$ cat config.mk
export PLATFORM = sky130hd
export DESIGN_NAME = gmc_queue
export DESIGN_NICKNAME = d
export VERILOG_FILES = /design/src/design/assert_macros.svh /design/src/design/gmc_pkg.sv /design/src/design/gmc_queue.sv
export SDC_FILE = /design/constraint.sdc
export NUM_CORES = 1
export LEC_CHECK = 0
export ABC_CLOCK_PERIOD_IN_PS = 4800
export CAP_MARGIN = 20
export CELL_PAD_IN_SITES_DETAIL_PLACEMENT = 0
export CELL_PAD_IN_SITES_GLOBAL_PLACEMENT = 2
export CORE_UTILIZATION = 40
export CTS_BUF_LIST = sky130_fd_sc_hd__clkbuf_16
export DETAILED_ROUTE_END_ITERATION = 16
export DONT_BUFFER_PORTS = 1
export PLACE_DENSITY_LB_ADDON = 0.1
export SLEW_MARGIN = 20
export SYNTH_ARGS = -nofsm -noshare
export SYNTH_HDL_FRONTEND = slang
export SYNTH_SLANG_ARGS = --single-unit
$ cat constraint.sdc
create_clock -name clk_i -period 4.8 [get_ports clk_i]
set_input_delay 0.72 -clock clk_i [delete_from_list [all_inputs] [get_ports clk_i]]
set_output_delay 0.72 -clock clk_i [all_outputs]
set_load 0.01 [all_outputs]
$ cat src/design/assert_macros.svh
// Assertion macros for the map center block.
// Depends on clk_i and rst_ni being visible where the macros are used.
`ifndef ASSERT_MACROS_SVH
`define ASSERT_MACROS_SVH

// plain property check
`define GMC_ASSERT(lbl, prop) \
  lbl: assert property (@(posedge clk_i) disable iff (!rst_ni) (prop)) \
    else $error("assertion failed");

// implication check
`define GMC_ASSERT_IMP(lbl, ante, cons) \
  lbl: assert property (@(posedge clk_i) disable iff (!rst_ni) (ante) |-> (cons)) \
    else $error("implication failed");

`endif

$ cat src/design/gmc_pkg.sv
// Shared types, constants and the arctangent table of the map center block.
// No dependencies.
package gmc_pkg;

  localparam int MAX_POINTS_DEF   = 16;
  localparam int CORDIC_STEPS_DEF = 18;

  localparam int LAT_W = 28;
  localparam int LON_W = 29;
  localparam int ANG_W = 32;
  localparam int ROT_W = 20;

  localparam logic signed [ANG_W-1:0] DEG90  = 32'sd90000000;
  localparam logic signed [ANG_W-1:0] DEG180 = 32'sd180000000;
  localparam logic signed [ANG_W-1:0] DEG360 = 32'sd360000000;
  localparam logic signed [ANG_W-1:0] DEG540 = 32'sd540000000;
  localparam logic signed [17:0]      GAIN_Q16 = 18'sd39797;

  typedef struct packed {
    logic                    point;
    logic                    self_mark;
    logic                    last;
    logic signed [LAT_W-1:0] lat;
    logic signed [LON_W-1:0] lon;
  } cmd_t;

  typedef enum logic [4:0] {
    B_IDLE, B_CMD, B_ROT, B_MUL, B_ACC, B_FIN, B_V1, B_HYP, B_V2S, B_V2,
    B_RRD, B_RLD, B_PINIT, B_PRD, B_PDIF, B_PR1, B_PR2, B_PUPD, B_CEN,
    B_WRAP, B_OUT
  } back_state_e;

  // atan(2^-i) in microdegrees
  function automatic logic signed [ANG_W-1:0] atan_ud(input logic [4:0] idx);
    logic signed [ANG_W-1:0] a;
    unique case (idx)
      5'd0:  a = 32'sd45000000;
      5'd1:  a = 32'sd26565051;
      5'd2:  a = 32'sd14036243;
      5'd3:  a = 32'sd7125016;
      5'd4:  a = 32'sd3576334;
      5'd5:  a = 32'sd1789911;
      5'd6:  a = 32'sd895174;
      5'd7:  a = 32'sd447614;
      5'd8:  a = 32'sd223811;
      5'd9:  a = 32'sd111906;
      5'd10: a = 32'sd55953;
      5'd11: a = 32'sd27976;
      5'd12: a = 32'sd13988;
      5'd13: a = 32'sd6994;
      5'd14: a = 32'sd3497;
      5'd15: a = 32'sd1749;
      5'd16: a = 32'sd874;
      5'd17: a = 32'sd437;
      5'd18: a = 32'sd219;
      5'd19: a = 32'sd109;
      5'd20: a = 32'sd55;
      5'd21: a = 32'sd27;
      5'd22: a = 32'sd14;
      5'd23: a = 32'sd7;
      5'd24: a = 32'sd3;
      5'd25: a = 32'sd2;
      5'd26: a = 32'sd1;
      default: a = '0;
    endcase
    return a;
  endfunction

endpackage

$ cat src/design/gmc_queue.sv
// Two-entry command queue between front and back end.
// Depends on gmc_pkg.
module gmc_queue import gmc_pkg::*; (
  input  logic clk_i,
  input  logic rst_ni,
  input  logic push_i,
  input  cmd_t data_i,
  input  logic pop_i,
  output cmd_t data_o,
  output logic full_o,
  output logic empty_o
);

  cmd_t       mem_q [2];
  logic       wr_q, wr_d, rd_q, rd_d;
  logic [1:0] cnt_q, cnt_d;

  assign full_o  = (cnt_q == 2'd2);
  assign empty_o = (cnt_q == 2'd0);
  assign data_o  = mem_q[rd_q];

  always_comb begin
    wr_d  = wr_q ^ push_i;
    rd_d  = rd_q ^ pop_i;
    cnt_d = cnt_q + 2'(push_i) - 2'(pop_i);
  end

  always_ff @(posedge clk_i or negedge rst_ni) begin
    if (!rst_ni) begin
      wr_q  <= 1'b0;
      rd_q  <= 1'b0;
      cnt_q <= 2'd0;
    end else begin
      wr_q  <= wr_d;
      rd_q  <= rd_d;
      cnt_q <= cnt_d;
    end
  end

  always_ff @(posedge clk_i) begin
    if (push_i) begin
      mem_q[wr_q] <= data_i;
    end
  end

endmodule

; Yosys cells after proc, flatten, opt, wreduce, memory -nomap -nowiden
; Memories as Yosys holds them, arrays and structs flattened.
; Cells that the tools add are included.
; W data, S select, Z words.
[word_totals]
ram_bits = 120
ff_bits = 4
out_inout_bits = 62
elab_cells = 12
mem_count = 1
input_bits = 64
[mem_list]
columns = name, words, width, rd, rd_ports_with_merged_regs, write_ports, line
row1 = mem_q, 2, 60, 1, 0, 1, gmc_queue.sv:14  ; cmd_t mem_q [2];
[op_classes]
addsub = 2
reduce_logical = 1
muxes = 2
bitwise_logic = 2
eq_ne = 1
[ops]
columns = operator, count
row1 = $add A2 B1 Y2, 1
row2 = $eq A2 B2 Y1 const B, 1
row3 = $logic_not A2 Y1, 1
row4 = $mux W1, 2
row5 = $sub A2 B1 Y2, 1
row6 = $xor A1 B1 Y1, 2

; Depth between registers and ports, before layout
[logic_depth]
word_depth = 2
ltp_mapped = 5
depth_no_buf = 5

; Least setup slack after synthesis
; Ideal clock, no wire load.
[synth_timing]
path_type = input to register
from = input push_i
to = memory mem_q[0][0] in the netlist's numbering, enable pin
arrival_ns = 2.183
slack_ns = 2.193
setup_ns = 0.424
n_path_buf = 0
cell_stages = 1
cell_sequence = ha_1
[synth_between]
elab_chain_len = 2
[synth_rtl]
columns = element, line
row1 = from (decl), gmc_queue.sv:6  ; input logic push_i,
row2 = $mux W1, gmc_queue.sv:41  ; if (push_i) begin
row3 = $mux W1 (implied by the code), gmc_queue.sv:42  ; mem_q[wr_q] <= data_i;
row4 = to (decl), gmc_queue.sv:14
; Every way passes these cells.

==> out/results.md <==
| Stage | Parameter | Value |
| --- | --- | --- |
| sta | Transition time of the tightest slew-check pin | 1.110 ns |
| worst setup path | Worst R2R Start | wr_q$_DFF_PN0_ |
| global routing | Wire length of the first global-routing pass | 10,870 microns |
| worst setup path | Family with the most delay on the worst path | flip-flops |
| worst setup path | Worst Setup Start Kind | flop |
| pwr | Switching fraction of total power | 0.2520 |
| synth | Post-synthesis area per instance | 23.84 sq um |
| worst setup path | WP data arrival | 2.02 ns |
| floorplanning | Die Wd | 112.0 microns |
| pwr | Power share of the combinational group | 0.209 |
| synth | Synthesized-area fraction occupied by adder cells | 0.01034 |
| final layout | Most frequent cells in the layout | edfxtp_1 (120), mux2_4 (59), clkbuf_16 (17) |
| final layout | Antenna cells | 0 |
| routing | Vias per cell | 4.797 |
| placed design | Number of cells after detailed placement | 341 |
| global routing | Total global routing track utilization | 0.1215 |
| placed design | Global placement routability congestion | 0.6480 |
| pwr | Peak supply drop | 0.4295 mV |
| pwr | PD cells | 658.4 nW/um^2 |
| sta | Smallest hold slack | 0.4066 ns |
| sta | Max Transition Viols Final | 0 |
| worst setup path | Longest individual stage delay on the worst path | 1.16 ns |
| synth | Synth Register Bits | 124 |
| worst setup path | Max Fanout on Critical Path | 61 |
| clock tree | TritonCTS clock tree | built |
| synth | Combinational family with the most area after synthesis | multiplexers |
| synth | Summed instance area of the synthesized netlist | 4840 sq um |
| routing | First-pass iteration count of the detailed router | 10 |
| sta | Timing-limited maximum frequency | 0.3644 GHz |
| floorplanning | Die outline height | 112.0 microns |
| routing | DR vias | 1,794 |
| sta | Hold Fails Final Rpt | 0 |
| synth | Fraction of the mapped netlist area in simple logic gates | 0.002068 |
| clock tree | Number of setup buffers added after CTS | 0 |
| final layout | Layout overhead on the synthesized area | 13.83% |
| pwr | Share of total power in sequential cells | 0.450 |
| sta | Setup repair after global routing missed its margin | no |
| floorplanning | Placeable core region | 11,610 sq um |
| synth | Net count of the mapped netlist | 271 |
| sta | Clock skew | 0.004729 ns |
| outcome | Violations in the final reports | design-rule violations |
| worst setup path | Setup slack on the worst flop-to-flop path | 2.82 ns |
| routing | First-iteration detailed-routing DRC count | 65 |
| sta | Smallest setup slack after layout | 2.056 ns |
| synth | Post-synthesis share of cell area spent on xor and xnor gates | 0.006722 |
| synth | Count of distinct cell types in the synthesized netlist | 12 |
| sta | Time the worst path needs with I/O delays and setup | 2.744 ns |
| pwr | Part of the power in the clock network | 0.341 |
| clock tree | Clock insertion delay at the later pin of the skew report | 0.39 ns |
| placed design | DP Worst Slack | 2.429 ns |
| pwr | Static leakage | 2.045 nW |
| placed design | Port bufs | 0 |
| clock tree | Number of buffers added by the clock tree synthesis step | 17 |
| sta | Slew margin rel. | 0.2602 |
| routing | Uppermost layer routed | met4 |
| final layout | Net total in the final layout | 286 |
| global routing | Antenna violations before repair | 0 |
| final layout | Most common cell after layout, fill and taps aside | edfxtp_1 |
| outcome | Status | finished, violations left |
| hold path | Hold Startpoint | pop_i |
| global routing | Maximum number of pins on one net before global-route repair | 62 |
| worst setup path | Cell-by-cell listing of the critical path | mux2_2 |
| hold path | Hold Path Stages | 1 |
| routing | Met3 wire length | 838 microns |
| sta | Setup TNS | 0 ns |
| floorplanning | I/O pins | 126 |
| pwr | Internal Power | 2.713 mW |
| final layout | Area of the multi-input gates | 994.7 sq um |
| routing | Wire length on met1 | 2280 microns |
| worst setup path | Cell at the slowest stage of the critical path | dfrtp_4 |
| hold path | Destination of the worst hold path | rd_q$_DFF_PN0_ |
| clock tree | Clock net sink count | 124 |
| clock tree | Cell at the root of the clock tree | clkbuf_16 |
| clock tree | Largest buffer count on any clock path | 2 |
| synth | Synthesized instance count | 203 |
| final layout | Utilization after layout | 0.4744 |
| worst setup path | Kind of capture point of the worst setup path | output pin |
| routing | Remaining design rule violation count | 9 |
| routing | DR WL met2 | 3839 microns |
| final layout | Fin cells | 374 |
| worst setup path | Endpoint of the worst-slack reg-to-reg timing path | mem_q[0][49]$_DFFE_PP_ |
| final layout | Flip-flop and latch area | 3707 sq um |
| clock tree | H-tree Lvls | 4 |
| final layout | # fillers | 960 |
| sta | Final cycle utilization of the critical path | 0.5717 |
| synth | Synthesized-area fraction occupied by ao, oa, aoi and oai cells | 0 |
| clock tree | Clock transition at path regs | 0.05 ns |
| pwr | Switching component of the power | 914.3 uW |
| global routing | Via count of the first global-routing pass | 1,936 |
| global routing | Total grt overflow | 0 |
| worst setup path | Required time reported for the critical path endpoint | 4.08 ns |
| sta | Setup violation total in the final timing report | 0 |
| synth | Synth warn | 0 |
| routing | Wire per inst | 18.85 microns |
| floorplanning | Starting Density | 0.4167 |
| floorplanning | Placement Rows | 39 |
| hold path | Type of the most critical hold path | primary input to flop |
| run | Number of maximum-capacitance constraint violations | 0 |
| synth | Post-synthesis sequential area ratio | 0.7653 |
| routing | Antenna Nets Post-Route | 0 |
| routing | Final wirelength | 7049 microns |
| worst setup path | CP Class | flop to output pin |
| worst setup path | Worst Reg-to-Reg Cells | 3 |
| worst setup path | Crit path buf inv count | 0 |
| synth | Multiplexer share of the synthesized area | 0.1854 |
| final layout | Fraction of layout instances using a drive strength above 1 | 0.3766 |
| floorplanning | Floorplan die area | 12,540 sq um |
## power groups by stage
stage	Clock, mW	Combinational (mW)	Sequential, mW
CTS	1.27	0.779	1.64
global placement	0	0.766	1.64
global route	1.32	0.815	1.66
floorplan	0	0.880	1.51
finish	1.24	0.760	1.63
detailed placement	0	0.778	1.66
## registers in the layout, summed over array words and instances, names as in the netlist
| name | cells |
|---|---|
| cnt_q | 2 |
| mem_q | 120 |
| rd_q | 1 |
| wr_q | 1 |
## final cells by class
cell class              count  area share
clock buffers              17     0.07722
clock inverters            15     0.02953
inverters                   4    0.002725
multi-input cells          68      0.1806
flip-flops and latches    124      0.6730
well taps                 143     0.03248
repair buffers              3    0.004542
## Yosys cell counts, drive strengths merged
cell type / count / share of area
edfxtp: 120 / 0.74
mux2: 60 / 0.19
buf: 7 / 0.027
dfrtp: 4 / 0.021
ha: 4 / 0.010
inv: 4 / 0.0031
nor2: 1 / 0.00077
nor2b: 1 / 0.0013
xor2: 1 / 0.0018
xor3: 1 / 0.0049
## kinds of logic after synthesis
logic type	count (synthesis)
xor gates and xnor gates	2
DFF	124
buffers and inverters	11
muxes	60
and+or+nand+nor	2
adders and majority gates	4
## timing repair
item                       CTS  global route
gates resized for setup      0             0
hold endpoints to repair     0             4
hold buffers                 0             1
setup endpoints to repair    0             0
## per-stage QoR
stage	area [sq um]	total power, mW
after floorplan	4840	2.392
after global placement	4911	2.409
after detailed placement	4911	2.439
after CTS	5499	3.688
after global routing	5509	3.797
final	5509	3.627
## how the worst max path moves through the flow
stage | start | end | cells past startpoint
4_1_cts | rd_q$_DFF_PN0_ | data_o[59] | 1
5_1_grt | rd_q$_DFF_PN0_ | data_o[59] | 1
3_3_place_gp | rd_q$_DFF_PN0_ | data_o[59] | 1
2_1_floorplan | push_i | mem_q[0][0]$_DFFE_PP_ | 1
6_report | rd_q$_DFF_PN0_ | data_o[59] | 1
3_5_place_dp | rd_q$_DFF_PN0_ | data_o[59] | 1
## layer usage
| metal | vias up | GRT usage |
|---|---|---|
| met5 | - | 0 |
| met4 | 0 | 0.05600 |
| met3 | 6 | 0.07621 |
| met2 | 71 | 0.2120 |
| met1 | 887 | 0.1103 |
| li1 | 830 | - |
(Power assumes the default switching activity.)
