===== config.mk =====
export PLATFORM = sky130hd
export DESIGN_NAME = gmc_front
export DESIGN_NICKNAME = d
export VERILOG_FILES = /design/src/design/assert_macros.svh /design/src/design/gmc_pkg.sv /design/src/design/gmc_front.sv
export SDC_FILE = /design/constraint.sdc
export NUM_CORES = 1
export LEC_CHECK = 0
export ABC_AREA = 0
export BUFFER_PORTS_ARGS = -buffer_cell sky130_fd_sc_hd__buf_2
export CELL_PAD_IN_SITES_DETAIL_PLACEMENT = 1
export CELL_PAD_IN_SITES_GLOBAL_PLACEMENT = 2
export CORE_MARGIN = 2
export CORE_UTILIZATION = 18
export DETAILED_ROUTE_END_ITERATION = 8
export PLACE_DENSITY = 0.81
export SLEW_MARGIN = 20
export SYNTH_ARGS = -nofsm -noshare
export SYNTH_HDL_FRONTEND = slang
export SYNTH_SLANG_ARGS = --single-unit

===== constraint.sdc =====
create_clock -name vclk -period 2.1
set_input_delay 0.105 -clock vclk [all_inputs]
set_output_delay 0.105 -clock vclk [all_outputs]
set_load 0.01 [all_outputs]

===== src/design/assert_macros.svh =====
// Assertion macros for the map center block.
// Depends on clk_i and rst_ni being visible where the macros are used.
`ifndef ASSERT_MACROS_SVH
`define ASSERT_MACROS_SVH

// plain property check
`define GMC_ASSERT(lbl, prop) \
  lbl: assert property (@(posedge clk_i) disable iff (!rst_ni) (prop)) \
    else $error("assertion failed");

// implication check
`define GMC_ASSERT_IMP(lbl, ante, cons) \
  lbl: assert property (@(posedge clk_i) disable iff (!rst_ni) (ante) |-> (cons)) \
    else $error("implication failed");

`endif


===== src/design/gmc_pkg.sv =====
// Shared types, constants and the arctangent table of the map center block.
// No dependencies.
package gmc_pkg;

  localparam int MAX_POINTS_DEF   = 16;
  localparam int CORDIC_STEPS_DEF = 18;

  localparam int LAT_W = 28;
  localparam int LON_W = 29;
  localparam int ANG_W = 32;
  localparam int ROT_W = 20;

  localparam logic signed [ANG_W-1:0] DEG90  = 32'sd90000000;
  localparam logic signed [ANG_W-1:0] DEG180 = 32'sd180000000;
  localparam logic signed [ANG_W-1:0] DEG360 = 32'sd360000000;
  localparam logic signed [ANG_W-1:0] DEG540 = 32'sd540000000;
  localparam logic signed [17:0]      GAIN_Q16 = 18'sd39797;

  typedef struct packed {
    logic                    point;
    logic                    self_mark;
    logic                    last;
    logic signed [LAT_W-1:0] lat;
    logic signed [LON_W-1:0] lon;
  } cmd_t;

  typedef enum logic [4:0] {
    B_IDLE, B_CMD, B_ROT, B_MUL, B_ACC, B_FIN, B_V1, B_HYP, B_V2S, B_V2,
    B_RRD, B_RLD, B_PINIT, B_PRD, B_PDIF, B_PR1, B_PR2, B_PUPD, B_CEN,
    B_WRAP, B_OUT
  } back_state_e;

  // atan(2^-i) in microdegrees
  function automatic logic signed [ANG_W-1:0] atan_ud(input logic [4:0] idx);
    logic signed [ANG_W-1:0] a;
    unique case (idx)
      5'd0:  a = 32'sd45000000;
      5'd1:  a = 32'sd26565051;
      5'd2:  a = 32'sd14036243;
      5'd3:  a = 32'sd7125016;
      5'd4:  a = 32'sd3576334;
      5'd5:  a = 32'sd1789911;
      5'd6:  a = 32'sd895174;
      5'd7:  a = 32'sd447614;
      5'd8:  a = 32'sd223811;
      5'd9:  a = 32'sd111906;
      5'd10: a = 32'sd55953;
      5'd11: a = 32'sd27976;
      5'd12: a = 32'sd13988;
      5'd13: a = 32'sd6994;
      5'd14: a = 32'sd3497;
      5'd15: a = 32'sd1749;
      5'd16: a = 32'sd874;
      5'd17: a = 32'sd437;
      5'd18: a = 32'sd219;
      5'd19: a = 32'sd109;
      5'd20: a = 32'sd55;
      5'd21: a = 32'sd27;
      5'd22: a = 32'sd14;
      5'd23: a = 32'sd7;
      5'd24: a = 32'sd3;
      5'd25: a = 32'sd2;
      5'd26: a = 32'sd1;
      default: a = '0;
    endcase
    return a;
  endfunction

endpackage


===== src/design/gmc_front.sv =====
// Front end: accepts input beats, clamps and wraps positions, classifies them.
// Depends on gmc_pkg.
module gmc_front import gmc_pkg::*; (
  input  logic                    in_valid_i,
  output logic                    in_ready_o,
  input  logic                    has_point_i,
  input  logic signed [LAT_W-1:0] lat_micro_i,
  input  logic signed [LON_W-1:0] lon_micro_i,
  input  logic                    self_point_i,
  input  logic                    last_point_i,
  input  logic                    q_full_i,
  output logic                    push_o,
  output cmd_t                    cmd_o
);

  logic signed [ANG_W-1:0] lat_w, lon_w, lon_adj;

  always_comb begin
    lat_w = ANG_W'(lat_micro_i);
    lon_w = ANG_W'(lon_micro_i);
    if (lat_w > DEG90) begin
      lat_w = DEG90;
    end else if (lat_w < -DEG90) begin
      lat_w = -DEG90;
    end
    if (lon_w > DEG180) begin
      lon_adj = lon_w - DEG360;
    end else if (lon_w < -DEG180) begin
      lon_adj = lon_w + DEG360;
    end else begin
      lon_adj = lon_w;
    end
  end

  assign in_ready_o = !q_full_i;
  // beats with neither a position nor an end mark are taken and dropped
  assign push_o = in_valid_i && !q_full_i && (has_point_i || last_point_i);

  always_comb begin
    cmd_o.point     = has_point_i;
    cmd_o.self_mark = has_point_i && self_point_i;
    cmd_o.last      = last_point_i;
    cmd_o.lat       = lat_w[LAT_W-1:0];
    cmd_o.lon       = lon_adj[LON_W-1:0];
  end

endmodule


# Word-level counts from Yosys, hierarchy flattened
# Cells that the tools add are included.
[classes]
n_mux = 4
magnitude_cmp = 4
reduce_logical = 5
addsub = 2
[ops]
columns = ["cell", "n"]
rows = [
  ["29-bit 2-to-1 mux", 2],
  ["28-bit 2-to-1 mux", 2],
  ["29-bit adder, second input constant", 1],
  ["29-bit greater-than comparator, second input constant", 1],
  ["29-bit < comparator, second input constant", 1],
  ["29-bit subtractor, second input constant", 1],
  ["28-bit greater-than comparator, second input constant", 1],
  ["28-bit < comparator, second input constant", 1],
  ["1-bit logical AND", 3],
  ["1-bit logical NOT", 1],
  ["1-bit logical OR", 1],
]
[word_totals]
out_inout_bits = 62
regBits = 0

# Longest topological paths before layout
# Gate-level depths: netlist (run 1).
[logic_depth]
depth_word = 3
ltp_mapped = 11
depth_no_buf = 9

# Worst setup path after synthesis (run 1)
# No wires, ideal clock.
[synth_path]
path_type = "input port to output port"
startpoint = "input lat_micro_i[14]"
endpoint = "output cmd_o[34] (netlist name)"
cell_stages = 10
required_ns = 1.995
slack_ns = -0.044
path_buffers = 2
t_arrival_ns = 2.039
path_cell_list = "a21o_1 -> a2111oi_0 -> o21ai_0 -> a21oi_1 -> o21bai_1 -> a31oi_1 -> ha_1 -> clkbuf_1 -> clkbuf_1 -> nor3b_1"
[synth_rtl]
columns = ["item", "line", "source"]
rows = [
  ["start: declaration", "gmc_front.sv:7", "input logic signed [LAT_W-1:0] lat_micro_i,"],
  ["end: declaration", "gmc_front.sv:13", "output cmd_t cmd_o"],
]

==> impl_metrics.csv, run 1 <==
group,metric,value,unit
place,port_buffers,124,
final_layout,nClkBuffers,0,
setup_path,critPathSlowestCell,"or4b_4",
floorplanning,start_util,18.6,%
final_layout,syn_to_final_growth,92.0,%
timing,fin_tns_setup,-0.949,ns
setup_path,crit_required,2.00,ns
setup_path,cp.arrival,2.08,ns
timing,hold_slack,0.410,ns
floorplanning,core_area,9240,sq um
synth,syn_avg_cell_area,6.65,sq um
route,drt-vias-per-instance,4.93,
timing,worst_pin_slew,0.490,ns
floorplanning,dieArea,10300,sq um
floorplanning,row_count,35,
route,drc,0,
floorplanning,die_y,102,um
place,numPlacedInstances,525,
timing,min_period_over_period,104,%
route,drt_iter0_markers,101,
power_and_ir_drop,vdd_ir_drop_max,0.0971,mV
setup_path,worstPathCellList,"buf_6 -> or4b_4 -> nand2b_4 -> o311ai_4 -> nor2b_2 -> buf_6 -> a32oi_2 -> xnor2_1 -> buf_2",
place,postPlaceCellArea,2680,sq um
final_layout,num_antenna_cells,0,
route,wl_per_cell,16.7,um
final_layout,drive_above_1_share,60.2,%
final_layout,seq_cells,0,
floorplanning,ios,124,
run_status,failed_checks,"setup timing",
final_layout,seq_area,0,sq um
timing,period_minus_slack,2.18,ns
synth,syn_nets,325,
timing,hold_viol,0,
clock_network,postCtsHoldBufs,0,
timing,slew_headroom,67.0,%
power_and_ir_drop,finalPower,842,uW
final_layout,finalNetCount,474,
job,max_cap_violations,0,
synth,netlist_area,1720,sq um
synth,yosysSeqAreaShare,0,%
synth,yosys.cell_types.count,59,
timing,fmax,458,MHz
final_layout,utilization,35.7,%
run_status,outcome,"finished, violations left",
grt,antenna_found_initial,0,
final_layout,n_fill_cell,1136,
grt,grt_pass1_wl,12800,um
worst_hold_path,min_from,"lon_micro_i[7]",
route,drt_first_pass_iters,4,
setup_path,startpoint,"lon_micro_i[21]",
setup_path,worst-path-max-fanout,5,
grt,track_usage,14.8,%
place,hpwlAfterDp,6700,um
synth,ys_warn_count,0,
setup_path,cpMostUsedCell,"buf_6",
route,vias,2634,
place,pre_cts_slack,-0.279,ns
power_and_ir_drop,leakagePower,1.55,nW
power_and_ir_drop,p_per_area,255,nW/um^2
grt,grt_pass1_vias,2571,
timing,worst_slack,-0.0838,ns
final_layout,finalInstanceArea,3300,sq um
setup_path,worstSetupPathType,"in -> out",
grt,grt.overflow.total,0,
final_layout,final_cell_count_no_fill,534,
floorplanning,die_w,102,um
route,drtAntennaViolNets,0,
worst_hold_path,hp-class,"in -> out",
setup_path,cp-end-kind,"output port",
setup_path,critPathLaunchType,"input port",
grt,grt_max_degree,19,
route,routed_wl,8900,um
synth,synth_cells,258,
place,gp_congestion,0.903,
timing,maxSlewViolCount,0,
setup_path,cpPeakStageDelay,0.54,ns
timing,rsz0062_at_grt,"true",
timing,finalSetupViolations,24,
[repair_timing]
item | in CTS | in global routing
cloned | 0 | 4
setup buffers | 2 | 3
setup endpoints to repair | 42 | 46
pin swaps | 28 | 37
gates resized for setup | 37 | 64
[cell type report]
type	instances	area, sq um	area share [%]
inverter	10	37.5	1.14
multi-input combinational	216	1870	56.8
tap	129	161	4.90
timing repair buffer	179	1220	37.1
[layer usage]
metal	vias up	global-route usage, %	share of wire [%]
met3	0	0.759	4.9
met2	89	27.2	51
met1	1281	20.3	44
li1	1264	-	-
met4	0	0.208	0
met5	-	0	0
[final timing paths]
kind                     to  slack [ns]  cells past startpoint
setup / recovery  cmd_o[25]       -0.08                      9
hold / removal     cmd_o[7]        0.41                      2
[worst max-delay path: cells and delay by family]
kind | cells | cell delay, ns
buffers and inverters | 3 | 0.39
and+or+nand+nor | 3 | 0.83
AOI/OAI and AO/OA | 2 | 0.61
xor gates and xnor gates | 1 | 0.14
[cells by family after synthesis]
| family | after synthesis | synth area share [%] |
|---|---|---|
| AOI/OAI and AO/OA | 100 | 42.4 |
| and+or+nand+nor | 94 | 32.2 |
| buffers and inverters | 43 | 13.6 |
| xor gates and xnor gates | 16 | 8.16 |
| adders and majority gates | 5 | 3.64 |
[Yosys cell counts, types with 5 or more instances]
cell / n / area (sq um)
a211oi_1: 6 / 45.0
a21o_1: 16 / 120
a21oi_1: 14 / 70.1
buf_4: 12 / 90.1
clkbuf_1: 15 / 56.3
ha_1: 5 / 62.6
inv_1: 10 / 37.5
nand2_1: 12 / 45.0
nand3_1: 8 / 40.0
nor2_1: 26 / 97.6
nor3b_1: 8 / 60.1
nor4_1: 6 / 37.5
nor4bb_1: 6 / 60.1
o211ai_1: 8 / 60.1
o21a_1: 7 / 52.6
o21ai_0: 12 / 60.1
xor2_1: 12 / 105
[cell usage in the layout, fill, tap and decap left out, types with 5 or more instances in the layout]
cell / synthesis / final
o211ai_1: 8 / 8
buf_4: 12 / 37
nand2_1: 12 / 12
nand3_1: 8 / 7
buf_6: 3 / 24
a21oi_2: 0 / 5
nor2_1: 26 / 20
buf_2: 3 / 113
nor3b_2: 0 / 7
inv_1: 10 / 8
a21o_1: 16 / 16
xor2_1: 12 / 12
o21ai_0: 12 / 9
a21oi_1: 14 / 9
[power by group]
part	switching, mW	internal (mW)
Sequential	0	0
Combinational	0.438	0.404
Clock	0	0
Total	0.438	0.404
Note: power is estimated with default switching activity, not from simulation.
==> run 2, diff against run 1 <==
- BUFFER_PORTS_ARGS: -buffer_cell sky130_fd_sc_hd__buf_2 -> default
- CORE_UTILIZATION: 18 -> 29
- DONT_BUFFER_PORTS: default -> 1
- PLACE_DENSITY: 0.81 -> 0.82
- TNS_END_PERCENT: default -> 1
==> impl_metrics.csv, run 2 (synthesis results as in run 1) <==
group,metric,value,unit
route,routed_wl,6410,um
clock_network,postCtsHoldBufs,0,
grt,antenna_found_initial,0,
timing,worst_pin_slew,0.397,ns
floorplanning,core_area,5820,sq um
final_layout,seq_area,0,sq um
timing,maxSlewViolCount,0,
place,numPlacedInstances,338,
setup_path,crit_required,2.00,ns
route,drt_iter0_markers,95,
grt,track_usage,17.5,%
setup_path,worstPathCellList,"a21o_1 -> a2111oi_4 -> o21ai_1 -> a21oi_1 -> o21bai_1 -> a31oi_1 -> ha_2 -> buf_6 -> nor3b_2 -> buf_4",
floorplanning,die_y,80.9,um
route,m1WireLength,2890,um
route,drt_first_pass_iters,4,
final_layout,syn_to_final_growth,20.0,%
worst_hold_path,min_from,"last_point_i",
route,dr_wl_met3,364,um
timing,hold_viol,0,
final_layout,final_cell_count_no_fill,340,
timing,hold_slack,0.210,ns
worst_hold_path,min_to,"cmd_o[57]",
route,highest_layer,"met4",
power_and_ir_drop,vdd_ir_drop_max,0.109,mV
final_layout,nClkBuffers,0,
timing,fmax,492,MHz
timing,min_period_over_period,96.7,%
route,drtAntennaViolNets,0,
floorplanning,die_w,80.9,um
setup_path,cp-end-kind,"output port",
grt,grt_pass1_wl,9430,um
floorplanning,dieArea,6550,sq um
final_layout,mostFrequentLayoutCell,"buf_4",
place,gp_congestion,0.809,
setup_path,cp.arrival,1.93,ns
grt,grt.overflow.total,0,
place,hpwlAfterDp,4910,um
route,drt-vias-per-instance,5.97,
route,drc,0,
final_layout,n_fill_cell,759,
timing,period_minus_slack,2.03,ns
place,port_buffers,0,
power_and_ir_drop,leakagePower,0.877,nW
timing,rsz0062_at_grt,"true",
grt,grt_max_degree,19,
worst_hold_path,min_path_cells,0,
floorplanning,row_count,28,
route,wl_per_cell,18.8,um
floorplanning,start_util,29.5,%
floorplanning,ios,124,
timing,slew_headroom,73.4,%
setup_path,critPathSlowestCell,"ha_2",
run_status,outcome,"finished, final reports clean",
final_layout,seq_cells,0,
timing,finalSetupViolations,0,
final_layout,final_cell_mix,"36 x buf_4, 26 x nor2_1, 16 x a21o_1, 14 x a21oi_1",
setup_path,critPathLaunchType,"input port",
final_layout,drive_above_1_share,24.9,%
route,wl_met2,3140,um
setup_path,worst-path-max-fanout,6,
final_layout,num_antenna_cells,0,
setup_path,cpPeakStageDelay,0.35,ns
setup_path,worstSetupPathType,"in -> out",
grt,grt_pass1_vias,1968,
final_layout,finalNetCount,334,
job,max_cap_violations,0,
power_and_ir_drop,p_per_area,235,nW/um^2
route,vias,2029,
worst_hold_path,hp-class,"in -> out",
run 2: layout make-up:
class                      count  area [sq um]  share of cell area [%]
tap                           75          93.8                    4.56
timing repair buffer          40           333                    16.2
inverter                      10          37.5                    1.82
multi-input combinational    215          1600                    77.5
run 2: through the flow:
stage	util (%)	setup WS, ns	power (mW)	setup TNS, ns	instance area, sq um
6_report	35.4	0.0692	0.483	0	2060
5_1_grt	35.4	-0.116	0.525	-1.08	2060
4_1_cts	33.5	-0.0138	0.457	-0.0191	1950
3_5_place_dp	33.1	-0.150	0.449	-0.889	1930
3_3_place_gp	33.1	0.0110	0.443	0	1930
2_1_floorplan	-	-0.0437	0.356	-0.254	1720
run 2: timing repair:
item	CTS	global route
pin swaps	2	11
endpoints found under the setup margin	16	38
gates resized for setup	7	19
buffers inserted	0	2
run 2: worst max path at each step:
stage          cells past startpoint  slack [ns]         to             from
6_report                          10        0.07  cmd_o[30]  lat_micro_i[15]
5_1_grt                           10       -0.12  cmd_o[30]  lat_micro_i[15]
4_1_cts                            8       -0.01  cmd_o[25]   lon_micro_i[9]
3_5_place_dp                      10       -0.15  cmd_o[35]  lat_micro_i[14]
3_3_place_gp                       8        0.01  cmd_o[25]   lon_micro_i[9]
2_1_floorplan                     10       -0.04  cmd_o[34]  lat_micro_i[14]
run 2: routing by layer:
| metal | GRT usage [%] | vias to the layer above |
|---|---|---|
| li1 | - | 974 |
| met1 | 23.1 | 986 |
| met2 | 30.9 | 67 |
| met3 | 2.78 | 2 |
| met4 | 1.69 | 0 |
| met5 | 0 | - |
run 2: worst max-delay path, delay by kind of cell:
| kind | cells | cell delay (ns) |
|---|---|---|
| AOI/OAI and AO/OA | 6 | 0.99 |
| adders and majority gates | 1 | 0.35 |
| buffers and inverters | 2 | 0.29 |
| and+or+nand+nor | 1 | 0.18 |
run 2: report_power, final:
group	total [mW]	internal (mW)	switching (mW)	leakage [nW]
sequential	0	0	0	0
combinational	0.483	0.232	0.252	0.877
clock	0	0	0	0
==> run 3, diff against run 2 <==
- CELL_PAD_IN_SITES_DETAIL_PLACEMENT: 1 -> 2
==> impl_metrics.csv, run 3 (synthesis results as in run 1) <==
group,metric,value,unit
floorplanning,start_util,29.5,%
power_and_ir_drop,vdd_ir_drop_max,0.102,mV
timing,maxSlewViolCount,0,
final_layout,seq_area,0,sq um
grt,met1_usage,25.2,%
floorplanning,core_area,5820,sq um
setup_path,startpoint,"lon_micro_i[10]",
final_layout,drive_above_1_share,24.6,%
route,drtAntennaViolNets,0,
final_layout,finalInstanceArea,2030,sq um
grt,grt_pass1_vias,2133,
final_layout,final_cell_mix,"36 x buf_4, 26 x nor2_1, 16 x a21o_1, 14 x a21oi_1",
setup_path,worstPathCellList,"inv_1 -> ha_1 -> a21o_1 -> a21oi_1 -> buf_4 -> o311ai_4 -> or4b_2 -> o31ai_2 -> xor2_1 -> buf_4",
timing,worst_pin_slew,0.445,ns
power_and_ir_drop,power_frac_comb,100.0,%
setup_path,critPathSlowestCell,"or4b_2",
final_layout,num_antenna_cells,0,
place,pre_cts_slack,-0.195,ns
route,drt_first_pass_iters,4,
grt,track_usage,20.6,%
grt,antenna_found_initial,0,
power_and_ir_drop,p_switching,256,uW
setup_path,worstSetupPathType,"in -> out",
final_layout,nClkBuffers,0,
job,max_cap_violations,0,
place,numPlacedInstances,338,
floorplanning,row_count,28,
grt,grt_max_degree,19,
final_layout,final_cell_count_no_fill,339,
power_and_ir_drop,p_int,227,uW
setup_path,critPathLaunchType,"input port",
final_layout,mostFrequentLayoutCell,"buf_4",
floorplanning,die_y,80.9,um
route,vias,2088,
run_status,outcome,"finished, final reports clean",
timing,slew_headroom,70.1,%
worst_hold_path,hp-class,"in -> out",
route,drc,0,
route,drt-vias-per-instance,6.16,
final_layout,syn_to_final_growth,18.5,%
place,hpwlAfterDp,5820,um
power_and_ir_drop,p_seq_share,0,%
place,postPlaceCellArea,1930,sq um
final_layout,seq_cells,0,
floorplanning,die_w,80.9,um
grt,grt_pass1_wl,11000,um
grt,use_met3,2.89,%
setup_path,cpPeakStageDelay,0.65,ns
setup_path,crit_required,2.00,ns
setup_path,cp-end-kind,"output port",
setup_path,worst-path-max-fanout,9,
timing,min_period_over_period,97.5,%
grt,grt_use_met2,38.8,%
grt,grt.overflow.total,0,
floorplanning,dieArea,6550,sq um
setup_path,cpMostUsedCell,"buf_4",
place,port_buffers,0,
timing,worst_slack,0.0528,ns
timing,finalSetupViolations,0,
route,drt_iter0_markers,39,
timing,period_minus_slack,2.05,ns
clock_network,postCtsHoldBufs,0,
power_and_ir_drop,p_per_area,237,nW/um^2
timing,hold_viol,0,
final_layout,finalNetCount,333,
power_and_ir_drop,leakagePower,0.869,nW
place,gp_congestion,0.809,
timing,fmax,488,MHz
power_and_ir_drop,p_clk_share,0,%
setup_path,cp.arrival,1.94,ns
timing,rsz0062_at_grt,"true",
power_and_ir_drop,switching_share,52.9,%
grt,top_usage_layer,"met2",
route,wl_per_cell,21.3,um
floorplanning,ios,124,
worst_hold_path,min_from,"last_point_i",
route,routed_wl,7210,um
run 3: power groups by stage:
| stage | sequential [mW] | clock [mW] | combinational, mW |
|---|---|---|---|
| 2_1_floorplan | 0 | 0 | 0.356 |
| 3_3_place_gp | 0 | 0 | 0.443 |
| 3_5_place_dp | 0 | 0 | 0.460 |
| 4_1_cts | 0 | 0 | 0.474 |
| 5_1_grt | 0 | 0 | 0.527 |
| 6_report | 0 | 0 | 0.483 |
run 3: per-layer routing:
layer	wire (um)	vias up	part of all wire [%]
met2	3670	87	51
met5	0	-	0
met1	3020	1021	42
met3	442	8	6.1
met4	70	0	0.97
li1	-	972	-
run 3: path summary, 6_finish.rpt:
check | to | cells past startpoint
setup / recovery | cmd_o[21] | 10
hold / removal | cmd_o[57] | 0
run 3: repair_timing:
action	4_1_cts	5_1_grt
setup endpoints to repair	23	37
pin swaps	2	7
gates resized for setup	12	9
hold endpoints to repair	0	0
buffers inserted	0	1
run 3: cell type report:
cell class / count / area (sq um)
Multi-Input combinational cell: 215 / 1570
Fill cell: 727 / 3780
Timing Repair Buffer: 39 / 330
Tap cell: 75 / 93.8
Inverter: 10 / 37.5
run 3: worst max-delay path, delay by kind of cell:
family                     cells  cell delay, ns
AOI/OAI and AO/OA              4            0.52
xor gates and xnor gates       1            0.18
adders and majority gates      1            0.17
buffers and inverters          3            0.32
and+or+nand+nor                1            0.65
run 3: per-stage QoR:
| step | power [mW] | TNS [ns] | utilization, % | hold slack [ns] |
|---|---|---|---|---|
| floorplan | 0.356 | -0.254 | - | 0.261 |
| global placement | 0.443 | 0 | 33.1 | 0.210 |
| detailed placement | 0.460 | -2.81 | 33.1 | 0.210 |
| CTS | 0.474 | -0.00266 | 33.9 | 0.210 |
| global route | 0.527 | -0.327 | 35.0 | 0.210 |
| finish | 0.483 | 0 | 35.0 | 0.210 |
